$ cat src/hw/rtl/crc32pc_pkg.sv
// ---------------------------------------------------------------------------
// CRC-32 packet checker package
// Types, codes, widths and the byte-wide CRC-32 update shared by the design.
// ---------------------------------------------------------------------------
package crc32pc_pkg;

	localparam logic [31:0] CRC_POLY = 32'hEDB88320;
	localparam logic [31:0] CRC_INIT = 32'hFFFFFFFF;

	// A packet needs this many trailing bytes to carry its CRC.
	localparam logic [2:0] TAIL_LEN = 3'd4;

	localparam int PPW_W    = 16;
	localparam int THR_W    = 17;
	localparam int CNT_W    = 16;
	localparam int MODE_W   = 2;
	localparam int CFG_IDX_W = 2;

	localparam logic [PPW_W-1:0]  PPW_RESET = 16'd100;
	localparam logic [THR_W-1:0]  THR_RESET = 17'd32768;
	localparam logic [MODE_W-1:0] TOP_MODE  = 2'd3;

	typedef enum logic {
		FUNC_BYTE     = 1'b0,
		FUNC_MODE_REQ = 1'b1
	} func_t;

	typedef enum logic {
		KIND_VERDICT = 1'b0,
		KIND_REPLY   = 1'b1
	} result_kind_t;

	typedef enum logic [CFG_IDX_W-1:0] {
		CFG_PKTS_PER_WINDOW = 2'd0,
		CFG_THRESHOLD_MODE1 = 2'd1,
		CFG_THRESHOLD_MODE2 = 2'd2,
		CFG_THRESHOLD_MODE3 = 2'd3
	} cfg_reg_t;

	// What the packet stage hands to the window stage for one transaction.
	typedef struct packed {
		logic              func;
		logic              last;
		logic [MODE_W-1:0] req;
		logic              crc_ok;
		logic              too_short;
	} pkt_result_t;

	// One byte of the reflected CRC-32, as an XOR network of eight bit steps.
	function automatic logic [31:0] crc_byte(input logic [31:0] c_in, input logic [7:0] b);
		logic [31:0] c;
		c = c_in ^ {24'd0, b};
		for (int k = 0; k < 8; k++) begin
			c = c[0] ? ((c >> 1) ^ CRC_POLY) : (c >> 1);
		end
		return c;
	endfunction

endpackage

$ cat src/hw/rtl/crc32_packet_check_rate_fallback_core.sv
// ---------------------------------------------------------------------------
// CRC-32 packet checker with pass-rate mode fallback
// Checks the trailing CRC-32 of byte-serial packets, tracks the pass rate per
// window, steps the operating mode down after two low windows in a row and answers mode requests.
// ---------------------------------------------------------------------------
// A transaction passes the input register, the packet stage and the result
// register in turn. Throughput: one transaction per cycle while the output
// is not stalled, set by this three-register pipeline with no internal loops.
// Reset: arst_n clears all control state, counters, CRC state and the
// configuration registers to their defaults at once; no clearing pass.
module crc32_packet_check_rate_fallback_core import crc32pc_pkg::*; (
	input  logic                 clk,
	input  logic                 arst_n,
	// Input channel.
	input  logic                 in_valid,
	output logic                 in_ready,
	input  logic                 func,
	input  logic [7:0]           data_byte,
	input  logic                 last,
	input  logic [MODE_W-1:0]    requested_mode,
	// Result channel.
	output logic                 out_valid,
	input  logic                 out_ready,
	output logic                 result_kind,
	output logic                 crc_ok,
	output logic                 too_short,
	output logic                 index_valid,
	output logic [MODE_W-1:0]    mode_index,
	// Configuration write channel.
	input  logic                 cfg_valid,
	output logic                 cfg_ready,
	input  logic [CFG_IDX_W-1:0] cfg_index,
	input  logic [THR_W-1:0]     cfg_data
);

	// -----------------------------------------------------------------------
	// Configuration registers. Writes are always taken; the user must issue them only
	// while the pipeline is empty, so no item sees a half-written setup; the block does not check this.
	// -----------------------------------------------------------------------
	logic [PPW_W-1:0] ppw_q;
	logic [THR_W-1:0] thr1_q;
	logic [THR_W-1:0] thr2_q;
	logic [THR_W-1:0] thr3_q;

	assign cfg_ready = 1'b1;

	always_ff @(posedge clk or negedge arst_n) begin
		if (!arst_n) begin
			ppw_q  <= PPW_RESET;
			thr1_q <= THR_RESET;
			thr2_q <= THR_RESET;
			thr3_q <= THR_RESET;
		end else if (cfg_valid && cfg_ready) begin
			unique case (cfg_reg_t'(cfg_index))
				CFG_PKTS_PER_WINDOW: ppw_q  <= cfg_data[PPW_W-1:0];
				CFG_THRESHOLD_MODE1: thr1_q <= cfg_data;
				CFG_THRESHOLD_MODE2: thr2_q <= cfg_data;
				CFG_THRESHOLD_MODE3: thr3_q <= cfg_data;
			endcase
		end
	end

	// -----------------------------------------------------------------------
	// Pipeline handshake. Each stage advances when the one after it has room
	// or is moving on in the same cycle. Only mode requests and last bytes
	// produce a result; other bytes retire from stage 2 without one.
	// -----------------------------------------------------------------------
	logic              valid_s1;
	logic              func_s1;
	logic [7:0]        byte_s1;
	logic              last_s1;
	logic [MODE_W-1:0] req_s1;

	logic              valid_s2;
	pkt_result_t       pkt_s2;
	pkt_result_t       pkt_next;

	logic              out_valid_q;
	logic              out_free;
	logic              s2_has_result;
	logic              fire_s2;
	logic              load_out;
	logic              s2_free;
	logic              fire_s1;
	logic              s1_free;

	assign out_free      = !out_valid_q || out_ready;
	assign s2_has_result = (pkt_s2.func == FUNC_MODE_REQ) || pkt_s2.last;
	assign fire_s2       = valid_s2 && (!s2_has_result || out_free);
	assign load_out      = fire_s2 && s2_has_result;
	assign s2_free       = !valid_s2 || fire_s2;
	assign fire_s1       = valid_s1 && s2_free;
	assign s1_free       = !valid_s1 || fire_s1;
	assign in_ready      = s1_free;

	always_ff @(posedge clk or negedge arst_n) begin
		if (!arst_n) begin
			valid_s1    <= 1'b0;
			valid_s2    <= 1'b0;
			out_valid_q <= 1'b0;
		end else begin
			if (s1_free) begin
				valid_s1 <= in_valid;
			end
			if (s2_free) begin
				valid_s2 <= valid_s1;
			end
			if (out_free) begin
				out_valid_q <= load_out;
			end
		end
	end

	// Input register: payload only, qualified by valid_s1.
	always_ff @(posedge clk) begin
		if (s1_free) begin
			func_s1 <= func;
			byte_s1 <= data_byte;
			last_s1 <= last;
			req_s1  <= requested_mode;
		end
	end

	// -----------------------------------------------------------------------
	// Stage 1: packet state. The CRC runs four bytes behind the input: the
	// byte leaving the four-byte tail window is folded into the CRC, so that
	// on the last byte the window holds exactly the transmitted CRC word in
	// little-endian order.
	// -----------------------------------------------------------------------
	logic [31:0] crc_q;
	logic [31:0] tail_q;
	logic [2:0]  seen_q;
	logic [31:0] crc_upd;
	logic [31:0] tail_upd;
	logic [2:0]  seen_upd;
	logic        short_c;
	logic        ok_c;
	logic        byte_fire;

	assign crc_upd   = (seen_q >= TAIL_LEN) ? crc_byte(crc_q, tail_q[7:0]) : crc_q;
	assign tail_upd  = {byte_s1, tail_q[31:8]};
	assign seen_upd  = (seen_q < TAIL_LEN) ? seen_q + 3'd1 : seen_q;
	assign short_c   = seen_upd < TAIL_LEN;
	assign ok_c      = !short_c && ((~crc_upd) == tail_upd);
	assign byte_fire = fire_s1 && (func_s1 == FUNC_BYTE);

	always_ff @(posedge clk or negedge arst_n) begin
		if (!arst_n) begin
			crc_q  <= CRC_INIT;
			tail_q <= '0;
			seen_q <= '0;
		end else if (byte_fire) begin
			if (last_s1) begin
				// The packet is closed; start the next one from scratch.
				crc_q  <= CRC_INIT;
				tail_q <= '0;
				seen_q <= '0;
			end else begin
				crc_q  <= crc_upd;
				tail_q <= tail_upd;
				seen_q <= seen_upd;
			end
		end
	end

	always_comb begin
		pkt_next.func      = func_s1;
		pkt_next.last      = last_s1;
		pkt_next.req       = req_s1;
		pkt_next.crc_ok    = ok_c;
		pkt_next.too_short = short_c;
	end

	always_ff @(posedge clk) begin
		if (s2_free) begin
			pkt_s2 <= pkt_next;
		end
	end

	// -----------------------------------------------------------------------
	// Stage 2: window statistics and mode control. A window is low when
	// pass * 2^16 < threshold * total, compared exactly: the product is
	// 17 by 16 bits and the left side is the pass count shifted by 16.
	// -----------------------------------------------------------------------
	logic [CNT_W-1:0]  pass_q;
	logic [CNT_W-1:0]  total_q;
	logic [MODE_W-1:0] mode_q;
	logic [MODE_W-1:0] cap_q;
	logic              streak_q;

	logic [CNT_W-1:0]  total_inc;
	logic [CNT_W-1:0]  pass_inc;
	logic              window_end;
	logic [THR_W-1:0]  thr_sel;
	logic [32:0]       rhs;
	logic [32:0]       lhs;
	logic              is_low;
	logic              eval;
	logic              drop;
	logic              is_req;
	logic [MODE_W-1:0] mode_dec;
	logic [MODE_W-1:0] reply_idx;

	assign is_req     = pkt_s2.func == FUNC_MODE_REQ;
	assign total_inc  = total_q + CNT_W'(1);
	assign pass_inc   = pass_q + CNT_W'(pkt_s2.crc_ok);
	// A window size of zero closes a window with every packet.
	assign window_end = total_inc >= ppw_q;

	always_comb begin
		unique case (mode_q)
			2'd0: thr_sel = '0;
			2'd1: thr_sel = thr1_q;
			2'd2: thr_sel = thr2_q;
			2'd3: thr_sel = thr3_q;
		endcase
	end

	assign rhs       = 33'(thr_sel) * 33'(total_inc);
	assign lhs       = {1'b0, pass_inc, 16'd0};
	assign is_low    = lhs < rhs;
	// Mode zero has no threshold: the window closes but nothing else moves.
	assign eval      = window_end && (mode_q != 2'd0);
	assign drop      = eval && is_low && streak_q;
	assign mode_dec  = mode_q - 2'd1;
	assign reply_idx = (pkt_s2.req <= cap_q) ? pkt_s2.req : cap_q;

	always_ff @(posedge clk or negedge arst_n) begin
		if (!arst_n) begin
			pass_q   <= '0;
			total_q  <= '0;
			mode_q   <= '0;
			cap_q    <= TOP_MODE;
			streak_q <= 1'b0;
		end else if (load_out) begin
			if (is_req) begin
				// The request is stored as given; only the reply is capped.
				mode_q <= pkt_s2.req;
			end else begin
				if (window_end) begin
					pass_q  <= '0;
					total_q <= '0;
				end else begin
					pass_q  <= pass_inc;
					total_q <= total_inc;
				end
				if (eval) begin
					if (is_low) begin
						if (streak_q) begin
							streak_q <= 1'b0;
							mode_q   <= mode_dec;
							cap_q    <= mode_dec;
						end else begin
							streak_q <= 1'b1;
						end
					end else begin
						streak_q <= 1'b0;
					end
				end
			end
		end
	end

	// -----------------------------------------------------------------------
	// Result register. It holds a finished result while the stages behind it keep
	// taking new transactions, until one that produces a result reaches stage 2.
	// -----------------------------------------------------------------------
	logic              kind_q;
	logic              ok_q;
	logic              short_q;
	logic              ivalid_q;
	logic [MODE_W-1:0] idx_q;

	always_ff @(posedge clk) begin
		if (load_out) begin
			if (is_req) begin
				kind_q   <= KIND_REPLY;
				ok_q     <= 1'b0;
				short_q  <= 1'b0;
				ivalid_q <= 1'b1;
				idx_q    <= reply_idx;
			end else begin
				kind_q   <= KIND_VERDICT;
				ok_q     <= pkt_s2.crc_ok;
				short_q  <= pkt_s2.too_short;
				ivalid_q <= drop;
				idx_q    <= drop ? mode_dec : '0;
			end
		end
	end

	assign out_valid   = out_valid_q;
	assign result_kind = kind_q;
	assign crc_ok      = ok_q;
	assign too_short   = short_q;
	assign index_valid = ivalid_q;
	assign mode_index  = idx_q;

endmodule

$ cat config.mk
export PLATFORM = sky130hd
export DESIGN_NAME = crc32_packet_check_rate_fallback_core
export DESIGN_NICKNAME = d
export VERILOG_FILES = /design/src/hw/rtl/crc32pc_pkg.sv /design/src/hw/rtl/crc32_packet_check_rate_fallback_core.sv
export SDC_FILE = /design/constraint.sdc
export NUM_CORES = 1
export LEC_CHECK = 0
export ABC_AREA = 1
export BUFFER_PORTS_ARGS = -buffer_cell sky130_fd_sc_hd__buf_2
export CORE_MARGIN = 2
export CORE_UTILIZATION = 31
export CTS_CLUSTER_SIZE = 16
export DETAILED_ROUTE_END_ITERATION = 8
export PLACE_DENSITY = 0.56
export SYNTH_ARGS = -nofsm -noshare
export SYNTH_HDL_FRONTEND = slang
export SYNTH_SLANG_ARGS = --single-unit
$ cat constraint.sdc
create_clock -name clk -period 20 [get_ports clk]
set_input_delay 2 -clock clk [delete_from_list [all_inputs] [get_ports clk]]
set_output_delay 2 -clock clk [all_outputs]
set_load 0.02 [all_outputs]
; ---- Word-level counts from Yosys, hierarchy flattened
; Cells that the tools add are included.
[totals]
reg_bits = 198
in_bits = 36
out_inout_bits = 9
word_cells = 117
[op_classes]
n_addsub = 4
mul = 1
order_cmp = 6
eq_ne = 7
n_mux = 26
bitwise_logic = 12
reduce_logical = 32
[op_table]
columns = operator, n
row1 = 32-bit two-way mux, 11
row2 = 13-bit inverter with 14-bit output, 8
row3 = 17-bit one-hot mux with 4 select lines, 1
row4 = 32-bit by 33-bit less-than comparator with 1-bit output, 1
row5 = 17-bit by 16-bit multiplier with 33-bit output, 1
row6 = 32-bit == test, 1
row7 = 16-bit two-way mux, 2
row8 = 32-bit inverter, 1
row9 = 32-bit by 8-bit XOR with 32-bit output, 1
row10 = 16-bit by 1-bit adder with 16-bit output, 1
row11 = "16-bit by 1-bit adder with 16-bit output, second input constant", 1
row12 = 16-bit >= comparator, 1
row13 = 2-bit two-way mux, 7
row14 = 2-bit AND reduction, 5
row15 = "2-bit == test, second input constant", 4
row16 = 1-bit logical AND, 8
row17 = 2-bit nonzero test, 4
row18 = "3-bit less-than comparator, second input constant", 2
row19 = 3-bit two-way mux, 2
row20 = 1-bit logical NOT, 5
row21 = 1-bit logical OR, 5
row22 = 5-bit AND reduction, 1
row23 = "2-bit by 1-bit == test with 1-bit output, second input constant", 2
row24 = 2-bit logical NOT, 2
row25 = 8 further kinds, 11

; ---- Longest topological paths before layout
[depth]
word_depth = 21
mapped_depth = 50
ltp_nobuf = 50

; ---- Worst setup path before layout
; Ideal clock, no wire load.
[synth_timing]
path_type = register -> register
start = reg total_q[0]
end = reg mode_q[0]
setup_time_ns = 0.117
t_arrival_ns = 7.862
setup_slack_ns = 12.021
path_stages_with_launch = 38
period_less_slack_ns = 7.979
path_cell_list = dfrtp_1 > ha_1 > nand3_1 > or4_1 > or2_2 > nand2_1 > nor2_1 > fa_1 > inv_1 > fa_1 > inv_1 > fa_1 > fa_1 > fa_1 > inv_1 > fa_1 > inv_1 > ha_1 > (+2 left out) > a21oi_1 > nand2_1 > a21oi_1 > o31ai_1 > a21oi_1 > xor2_1 > ha_1 > a21oi_1 > o21ai_0 > o21a_1 > o211ai_1 > nand3_1 > nand3_1 > nand3_1 > nand2_1 > nand2_1 > nand2_1 > nand2_1
[synth_via]
elab_chain_len = 5
[synth_rtl]
columns = element, line_no
row1 = from (decl), crc32_packet_check_rate_fallback_core.sv:186  ; logic [CNT_W-1:0] total_q;
row2 = from (signal assigned), crc32_packet_check_rate_fallback_core.sv:245  ; total_q <= total_inc;
row3 = 16-bit by 1-bit adder with 16-bit output *, crc32_packet_check_rate_fallback_core.sv:205  ; assign total_inc = total_q + CNT_W'(1);
row4 = 17-bit by 16-bit multiplier with 33-bit output or 16-bit >= comparator (tied branches), "crc32_packet_check_rate_fallback_core.sv:219, crc32_packet_check_rate_fallback_core.sv:208"
row5 = 32-bit by 33-bit less-than comparator with 1-bit output or 1-bit logical AND (tied branches), "crc32_packet_check_rate_fallback_core.sv:221, crc32_packet_check_rate_fallback_core.sv:223"
row6 = 2-bit nonzero test (no line), n/a
row7 = 4-bit AND reduction (no line) *, n/a
row8 = to (signal assigned), crc32_packet_check_rate_fallback_core.sv:238  ; mode_q <= pkt_s2.req;
row9 = to (signal assigned), crc32_packet_check_rate_fallback_core.sv:251  ; mode_q <= mode_dec;
row10 = to (decl), crc32_packet_check_rate_fallback_core.sv:187  ; logic [MODE_W-1:0] mode_q;
; Mark *: on every way between the ends. The rest lies on a longest branch, timed or not.
; A chain may end at the register's enable or synchronous reset.

; ---- Final worst setup path
; Ends and elaborated chain as after synthesis.

==> results.cfg <==
[die]
top_level_ports = 45
core.rowCount = 93
chipWidth_um = 259
start_util_pct = 31.3
core_area_mm2 = 0.0643
dieHeight_um = 259
die_area_mm2 = 0.0671

[global_route]
grt_max_degree = 103
globalRoute.busiestLayer = met2
gr-usage-all-layers_pct = 17.8
global_route.usage.met3_pct = 2.59
grt_pass1_vias = 16600
antenna_found_initial = 0
global_route.overflow_total = 0
grtUsageMet1_pct = 24.7
globalRouteMet2Util_pct = 28.3
grt_first_pass_wirelength_um = 92400

[logic_synthesis]
netlist_area_mm2 = 0.0202
ys_types = 52
number_of_synthesized_flops_with_an_enable_pin = 24
async_flop_share_pct = 87.9
yosysWarnings = 0
synth-seq-cells = 198
mappedNetlistNets = 2965
syn_avg_cell_area_um2 = 7.84
synth_ff_type = sky130_fd_sc_hd__dfrtp_1
synth.yosys.seq_area_share_pct = 25.4
netlist_instances = 2572

[timing]
finalWorstPathRequiredPeriod_ps = 9830
timing.clock.skew_ps = 14.5
tns_ps = 0
hold_violations = 0
worst-slew-pin-transition_ps = 1180
hold_slack_ps = 427
maxSlewViolCount = 0
final_min_period_over_clock_period_pct = 49.1
max_freq_mhz = 102
worst_max_slew_margin_expressed_relative_to_the_limit_pct = 21.4
setup_repair_after_global_routing_missed_its_margin = no
timing.final.setup_violations = 0

[layout]
n_antenna_cell = 0
post_route_cells_drive_above_1_share_pct = 6.29
post-route-cell-area_mm2 = 0.0219
area_growth_syn_to_layout_pct = 8.46
nets = 2973

[placed_design]
gp_congestion = 0.903
placed_area_mm2 = 0.0213
hpwlAfterDp_um = 43800
io_buffer_count = 43

[power]
power_per_cell_area_mw_per_mm2 = 122
p_leak_nw = 11.1
peakVddDrop_v = 0.0000852

[flow_run]
max_cap_violations = 0

[routing]
dr.first_iter.drc_count = 1212
drtAntennaViolNets = 0
wire_per_inst_um = 16.4
num_vias = 16298
firstDrtPassIters = 5
drc = 0
avgViaCountPerCell = 4.73
routed_wl_um = 56600

[critical_path]
path_max_fanout = 15
timing.critical_path.to_type = flop
cp_top_family = adder cells
critical_path_buf_inv_count = 6
critical_path_arrival_ps = 10240
worst_ep_required_time_ps = 20410
setup.worst_path.class = reg -> reg
cpPeakStageDelay_ps = 640
critical_path.slowest_cell = sky130_fd_sc_hd__dfrtp_1
timing.critical_path.from_type = flop

[clock_tree]
cts_buffers = 17
postCtsResizedCells = 0
cts_max_level = 4
clk_tree_root_cell = sky130_fd_sc_hd__clkbuf_16
clock_sinks = 198
cts_stage_hold_buffer_count = 0
clkLatencyLatePin_ps = 510
tritoncts = built
cts.path.max_buffers = 2
cts_setup_buffers = 0
clk_pin_slew_ps = 90

[worst_hold_path]
min-delay-path-class = reg -> reg

[status]
outcome = finished, final reports clean
[state kept, by name, summed over array words and instances, names as in the netlist, 2 cells and up]
signal and cells:
thr2_q 17, thr3_q 17, pass_q 16, total_q 16, mode_index 2, crc_q 32
ppw_q 16, seen_q 3, pkt_s2 5, mode_q 2, cap_q 2, byte_s1 8
tail_q 32, thr1_q 17, req_s1 2
[per-layer routing]
layer  vias to the layer above  routed length [um]
met1                      7873               26400
met5                         -                   0
met4                         0                1370
met3                        72                2970
li1                       7923                   -
met2                       430               25900
[power breakdown]
| group | switching (mW) | internal [mW] |
|---|---|---|
| logic | 1.15 | 0.552 |
| registers | 0.0700 | 0.523 |
| clock network | 0.203 | 0.170 |
| total | 1.42 | 1.25 |
[logic make-up after synthesis]
logic type	Yosys count	share of synthesized area [%]
xor+xnor	93	4.48
fa+ha+maj	357	29.9
other cells	1	0.0186
compound gates	277	7.70
buf+inv	594	11.3
flops	198	25.4
simple gates	1051	21.2
mux	1	0.0496
[path summary, 6_finish.rpt]
kind | startpoint | to | slack, ps | cells after the start
worst max-delay path | total_q[0] | mode_q[0] | 10170 | 37
worst min-delay path | req_s1[0] | pkt_s2[2] | 430 | 0
worst max register to register | total_q[0] | mode_q[0] | 10170 | 37
worst min register to register | req_s1[0] | pkt_s2[2] | 430 | 0
max in group asynchronous | arst_n | ppw_q[9] | 16880 | 2
min in group asynchronous | arst_n | tail_q[7] | 1580 | 1
[synthesized netlist by cell type, drive strengths merged (54+ instances only)]
master	count	area share [%]
clkbuf	57	1.2
o22ai	58	1.8
dfrtp	134	17
inv	517	9.6
nor2	205	3.8
nand3	123	3.1
ha	149	9.2
fa	208	21
a21oi	54	1.3
xor2	66	3.0
o21ai	128	3.2
nand2	677	13
[cell type report]
class / instances / area (um^2)
clock buffer: 17 / 425
clock inverter: 15 / 179
fill: 6911 / 42500
inverter: 526 / 1970
multi-input combinational: 1780 / 12800
sequential: 198 / 5120
tap: 855 / 1070
timing repair buffer: 57 / 329
[cell usage in the layout (no fill, tap or decap), drive strengths merged]
cell	n
nand2	677
inv	524
fa	208
nor2	205
ha	149
dfrtp	134
o21ai	128
nand3	123
xor2	66
o22ai	58
buf	56
a21oi	54
dfstp	40
xnor2	27
edfxtp	24
nand4	18
clkbuf	18
a22oi	16
clkinv	16
nor3	10
or2	6
o211ai	6
a21o	5
nand3b	4
nor4	3
o21a	3
and2	3
o31ai	2
a31oi	2
or4	1
o211a	1
o311ai	1
o21bai	1
nor3b	1
mux2i	1
conb	1
clkinvlp	1
[per-stage QoR]
stage	power, mW	setup WS (ps)	cells	utilization [%]
floorplan	1.81	12020	2572	-
global placement	2.28	10220	3416	33.1
detailed placement	2.29	10220	3416	33.1
CTS	2.68	10190	3448	34.0
global route	2.94	9490	3448	34.0
finish	2.66	10170	3448	34.0
(Power assumes the default switching activity.)
